## src/sv/angle_gyro_bias_kalman_macros.svh

```systemverilog
// Assertion helpers shared by the filter's RTL.
`ifndef ANGLE_GYRO_BIAS_KALMAN_MACROS_SVH
`define ANGLE_GYRO_BIAS_KALMAN_MACROS_SVH

// Assert that prop holds at every clock edge outside reset.
`define AGBK_ASSERT(label, prop, msg) \
  label: assert property (@(posedge clk) disable iff (!rst_n) (prop)) else $error(msg);

// Assert prop with reset included.
`define AGBK_ASSERT_ALWAYS(label, prop, msg) \
  label: assert property (@(posedge clk) (prop)) else $error(msg);

`endif

```

## src/sv/agbk_pkg.sv

```systemverilog
`default_nettype none
package agbk_pkg;

  typedef struct packed {
    logic signed [31:0] accel_angle;
    logic signed [31:0] gyro_rate;
  } agbk_in_t;

  typedef struct packed {
    logic signed [31:0] angle_estimate;
    logic signed [31:0] rate_unbiased;
  } agbk_out_t;

  localparam logic [1:0] REG_STEP_TIME     = 2'd0;
  localparam logic [1:0] REG_ANGLE_NOISE   = 2'd1;
  localparam logic [1:0] REG_BIAS_NOISE    = 2'd2;
  localparam logic [1:0] REG_MEASURE_NOISE = 2'd3;

  // Datapath micro-operations issued by the sequencer.
  typedef enum logic [4:0] {
    OP_NOP     = 5'd0,
    OP_LOAD    = 5'd1,   // capture input beat
    OP_RATE    = 5'd2,   // r = sat(gyro - bias)
    OP_MDT_R   = 5'd3,   // product = r * dt
    OP_ANG_P   = 5'd4,   // angle += rnd(product)
    OP_ERR     = 5'd5,   // err, pd0, pd1
    OP_MDT_P0  = 5'd6,
    OP_C00_P   = 5'd7,
    OP_MDT_P1  = 5'd8,
    OP_C01_P   = 5'd9,   // also cov_10
    OP_MDT_BN  = 5'd10,
    OP_C11_P   = 5'd11,
    OP_EVAR    = 5'd12,  // e, start divide k0
    OP_DIV0    = 5'd13,  // capture k0, start divide k1
    OP_DIV1    = 5'd14,  // capture k1
    OP_MQ_00   = 5'd15,  // k0*t0
    OP_U00     = 5'd16,
    OP_MQ_01   = 5'd17,
    OP_U01     = 5'd18,
    OP_MQ_10   = 5'd19,
    OP_U10     = 5'd20,
    OP_MQ_11   = 5'd21,
    OP_U11     = 5'd22,
    OP_MQ_A    = 5'd23,
    OP_UA      = 5'd24,
    OP_MQ_B    = 5'd25,
    OP_UB      = 5'd26,
    OP_OUT     = 5'd27
  } agbk_op_t;

  typedef struct packed {
    agbk_op_t op;
  } agbk_cmd_t;

  typedef struct packed {
    logic div_busy;
  } agbk_sts_t;

  function automatic logic signed [31:0] sat32(input logic signed [34:0] x);
    logic signed [31:0] r;
    if (x > 35'sd2147483647) r = 32'sh7fffffff;
    else if (x < -35'sd2147483648) r = 32'sh80000000;
    else r = x[31:0];
    return r;
  endfunction

endpackage
`default_nettype wire

```

## src/sv/agbk_ctrl.sv

```systemverilog
`default_nettype none
// Sequencer: walks the op list, waits on the divider, hands out one result.
module agbk_ctrl
  import agbk_pkg::*;
(
  input  wire logic      clk,
  input  wire logic      rst_n,
  input  wire logic      in_valid,
  output logic           in_ready,
  output logic           out_valid,
  input  wire logic      out_ready,
  output agbk_cmd_t      cmd,
  input  wire agbk_sts_t sts
);
  typedef enum logic [3:0] {
    ST_IDLE = 4'b0001,
    ST_RUN  = 4'b0010,
    ST_WAIT = 4'b0100,
    ST_DONE = 4'b1000
  } state_t;

  state_t   state_r, state_nxt;
  agbk_op_t op_r, op_nxt;
  logic     ov_r, ov_nxt;

  always_comb begin
    state_nxt = state_r; op_nxt = op_r; ov_nxt = ov_r;
    cmd.op = OP_NOP;
    in_ready = 1'b0;
    if (ov_r && out_ready) ov_nxt = 1'b0;
    unique case (state_r)
      ST_IDLE: begin
        in_ready = 1'b1;
        if (in_valid) begin
          cmd.op = OP_LOAD;
          op_nxt = OP_RATE;
          state_nxt = ST_RUN;
        end
      end
      ST_RUN: begin
        if (op_r == OP_OUT) begin
          // Load the output register only once it is free.
          state_nxt = ST_DONE;
          if (!ov_r || out_ready) begin
            cmd.op = OP_OUT;
            ov_nxt = 1'b1;
            state_nxt = ST_IDLE;
          end
        end else begin
          cmd.op = op_r;
          if (op_r == OP_EVAR || op_r == OP_DIV0) state_nxt = ST_WAIT;
          op_nxt = agbk_op_t'(op_r + 5'd1);
        end
      end
      ST_WAIT: begin
        // Hold until divider finishes (start registers busy, so it is already high here).
        if (!sts.div_busy) state_nxt = ST_RUN;
      end
      ST_DONE: begin
        if (!ov_r || out_ready) begin
          cmd.op = OP_OUT;
          ov_nxt = 1'b1;
          state_nxt = ST_IDLE;
        end
      end
      default: state_nxt = ST_IDLE;
    endcase
  end

  always_ff @(posedge clk) begin
    if (!rst_n) begin
      state_r <= ST_IDLE;
      op_r <= OP_NOP;
      ov_r <= 1'b0;
    end else begin
      state_r <= state_nxt;
      op_r <= op_nxt;
      ov_r <= ov_nxt;
    end
  end

  assign out_valid = ov_r;
endmodule
`default_nettype wire
```

## config.mk

```make
export PLATFORM = sky130hd
export DESIGN_NAME = agbk_ctrl
export DESIGN_NICKNAME = d
export VERILOG_FILES = /design/src/sv/angle_gyro_bias_kalman_macros.svh /design/src/sv/agbk_pkg.sv /design/src/sv/agbk_ctrl.sv
export SDC_FILE = /design/constraint.sdc
export NUM_CORES = 1
export LEC_CHECK = 0
export BUFFER_PORTS_ARGS = -buffer_cell sky130_fd_sc_hd__buf_2
export CAP_MARGIN = 20
export CORE_MARGIN = 2
export CORE_UTILIZATION = 47
export DETAILED_ROUTE_END_ITERATION = 12
export GPL_TIMING_DRIVEN = 0
export PLACE_DENSITY_LB_ADDON = 0.2
export SETUP_SLACK_MARGIN = 0.2
export SYNTH_ARGS = -nofsm -noshare
export SYNTH_HDL_FRONTEND = slang
export SYNTH_SLANG_ARGS = --single-unit
```

## constraint.sdc

```tcl
create_clock -name clk -period 1.39 [get_ports clk]
set_input_delay 0 -clock clk [delete_from_list [all_inputs] [get_ports clk]]
set_output_delay 0 -clock clk [all_outputs]
set_load 0.1 [all_outputs]
```

==> flow_summary.yaml <==
synthesis:
  syn-cell-area_um2: 658.1
  synthesis.nets: 86
  yosysSeqAreaShare_pct: 30.42
  yosys_warnings: 0
  synthDistinctLibCells: 33
  synth.area.top_cells: "dfxtp_1 30%, a21oi_1 7.6%, nor4b_4 7.2%, ha_1 5.7%, o21ai_0 4.6%"
  avgSynthCellArea_um2: 8.438
  syn_inst: 78
  yosys.area.top_type_share_pct: 30.42
  ys_ff_latch: 10
  yosys.area.top_type: "dfxtp_1"
pwr:
  p_leak_uw: 0.0004773
  p_per_area_nw_per_um2: 1067
  peakVddDrop_v: 0.001285
timing:
  hold_viol_final: 0
  slew_viol_final: 0
  fmax_ghz: 0.5439
  timing.final.crit_share_pct: 132.3
  skew_ns: 0.01221
  holdWs_ns: 0.04979
  maxSlewHeadroom_pct: 67.84
  tightest_slew_ns: 0.4857
  setup_viol: 14
  rsz0062_at_grt: "true"
  fin_crit_ns: 1.838
  layout_setup_ws_ns: -0.4484
global_route:
  grt_pass1_wl_um: 3505
  grt_pass1_vias: 766
  grt_max_degree: 9
  grt.overflow.total: 0
  track_usage_pct: 25.56
  antenna_found_initial: 0
detailed_routing:
  route.top_layer_used: "met4"
  wl_met3_um: 185
  wl_um: 2810
  ant_nets: 0
  drt_pass1_iterations: 5
  wl_met2_um: 1407
  route.vias.total: 848
  drt_iter0_markers: 39
  drc: 0
  wl_per_cell_um: 21.62
  vias_per_cell: 6.523
  wl_met1_um: 1026
placement:
  place.gp.congestion: 0.7539
  numPortBuffers: 11
  dp_hpwl_um: 1092
setup_path:
  slowest_stage: "dfxtp_1"
  worst_ep_required_time_ns: 1.39
  crit_chain: "and4b_1 > a21oi_4 > nor2_2 > a221o_2 > buf_12"
  crit_arrival_ns: 1.84
  cp_top_family: "compound AO/OA/AOI/OAI gates"
  critPathCaptureType: "output pin"
  r2r-end: "op_r[3]"
  reg2reg_from: "state_r[0]"
  max_stage_delay_ns: 0.48
  crit_type: "reg -> out"
  reg2reg_slack_ns: -0.39
  path_max_fanout: 8
  reg2reg_depth: 7
  cp_num_buf_inv: 1
  critPathLaunchType: "flip-flop"
clocking:
  cts_tree: "built"
  root_buffer: "clkbuf_4"
  clk_pin_slew_ns: 0.06
  cts-buffers-inserted: 3
  clock-sinks: 10
  ctsLongestPathBuffers: 2
  clkLatencyLatePin_ns: 0.29
  htree_levels: 1
floorplanning:
  die_area_um2: 1716
  initial_utilization_pct: 50.58
  rows: 13
  die_h_um: 41.42
  chipWidth_um: 41.42
  core_um2: 1301
  pin_count: 12
final_layout:
  n_fill_cell: 37
  antenna_cells: 0
  synthToLayoutAreaGrowth_pct: 87.64
  final_util_pct: 94.90
  final_nets: 125
  drive_gt1_share_pct: 70.43
hold_path:
  hold_class: "in -> reg"
  min_path_cells: 3
  hp-start: "rst_n"
  holdPathEnd: "op_r[4]"
run_status:
  outcome: "complete, but fails checks"
  failed_checks: "negative setup slack"
run:
  cap_violations: 0
==> worst reg2reg max path: stages (launching register included) <==
cell     delay (ns)
dfxtp_2        0.32
buf_6          0.12
nor4b_4        0.31
buf_4          0.19
buf_6          0.10
a22oi_2        0.12
or3_1          0.39
a21oi_1        0.16
==> how the worst max path moves through the flow <==
stage	start	end	slack (ns)	cells past startpoint
2_1_floorplan	state_r[0]	op_r[2]	-1.02	5
3_5_place_dp	state_r[2]	cmd[0]	-0.64	5
6_report	op_r[2]	cmd[0]	-0.45	5
4_1_cts	op_r[0]	cmd[0]	-0.34	6
3_3_place_gp	state_r[2]	cmd[0]	-0.62	5
5_1_grt	op_r[0]	cmd[0]	-0.48	6
==> cell usage after synthesis <==
library cell / instances
o211ai_1: 1
nor4b_4: 2
xnor2_1: 1
nand3_1: 2
a221o_2: 1
a21oi_1: 10
nand2b_1: 1
a22oi_2: 1
a21o_1: 1
dfxtp_1: 10
ha_1: 3
nor2_1: 5
or2b_1: 1
nor4_1: 1
a211oi_1: 2
and4b_1: 1
mux2i_1: 1
nand2_1: 6
nor2b_1: 1
a21o_2: 1
o311ai_0: 1
nor4b_1: 1
or3_1: 3
nand4b_1: 1
o21ai_0: 6
nor3b_1: 1
nor3_1: 1
inv_1: 6
buf_4: 1
and2_1: 2
a31o_2: 1
and2b_1: 1
or4_1: 1
==> sequential cells by signal, indices dropped and copies added, names as in the netlist <==
signal / cells
out_valid: 1
state_r: 4
op_r: 5
==> kinds of logic (layout without fill, tap and decap cells) <==
kind of cell,count (synthesis),count (layout),synth area share (%)
and+or+nand+nor,31,31,32.13
AOI/OAI and AO/OA,25,25,24.34
DFF,10,10,30.42
buffers and inverters,7,44,4.563
adders and majority gates,3,3,5.704
xor gates and xnor gates,1,1,1.331
muxes,1,1,1.521
==> area by class of cell <==
| class | count | area, µm² | share of cell area [%] |
|---|---|---|---|
| Inverter | 6 | 22.52 | 1.824 |
| Multi-Input combinational cell | 61 | 600.6 | 48.63 |
| Clock buffer | 3 | 22.52 | 1.824 |
| Tap cell | 15 | 18.77 | 1.520 |
| Sequential cell | 10 | 224.0 | 18.14 |
| Timing Repair Buffer | 34 | 335.3 | 27.15 |
| Buffer | 1 | 11.26 | 0.9119 |
==> stage by stage <==
stage	cell area [µm²]	setup slack (ns)	power [µW]	instances	setup TNS, ns
after floorplan	693.2	-1.015	717.3	78	-8.995
after global placement	767.0	-0.6207	776.4	104	-4.142
after detailed placement	767.0	-0.6355	783.6	104	-4.274
after CTS	1076	-0.3399	1164	121	-2.469
after global routing	1235	-0.4795	1360	130	-4.662
final	1235	-0.4484	1317	130	-3.803
==> power breakdown <==
group          internal [µW]  switching [µW]
Combinational            334             402
Clock                    101             116
Sequential               319            45.6
==> routing by layer <==
layer / up-vias / GRT usage (%)
met5: - / 0
met4: 0 / 7.097
met3: 23 / 3.913
met2: 54 / 44.38
met1: 409 / 32.53
li1: 362 / -
==> repair_timing <==
item | 4_1_cts | 5_1_grt
setup buffers | 14 | 9
endpoints found under the setup margin | 16 | 16
pin swaps | 16 | 11
hold buffers | 0 | 0
gates resized for setup | 52 | 21
==> layout by cell type (no fill, tap or decap), types with 2 or more instances in the layout <==
master    synthesis  layout
a211oi_2          0       2
a21o_2            1       2
a21oi_1          10       2
a21oi_2           0       5
a21oi_4           0       3
and2_4            0       2
buf_12            0       5
buf_2             0       5
buf_4             1      16
buf_6             0       9
clkbuf_4          0       3
dfxtp_2           0       4
dfxtp_4           0       5
ha_1              3       2
inv_1             6       6
nand2_1           6       2
nand2_2           0       3
nand3_1           2       2
nor2_1            5       2
nor2_4            0       2
nor4b_4           2       3
o21ai_0           6       4
or3_1             3       3
Power figures use the tool's default switching activity.
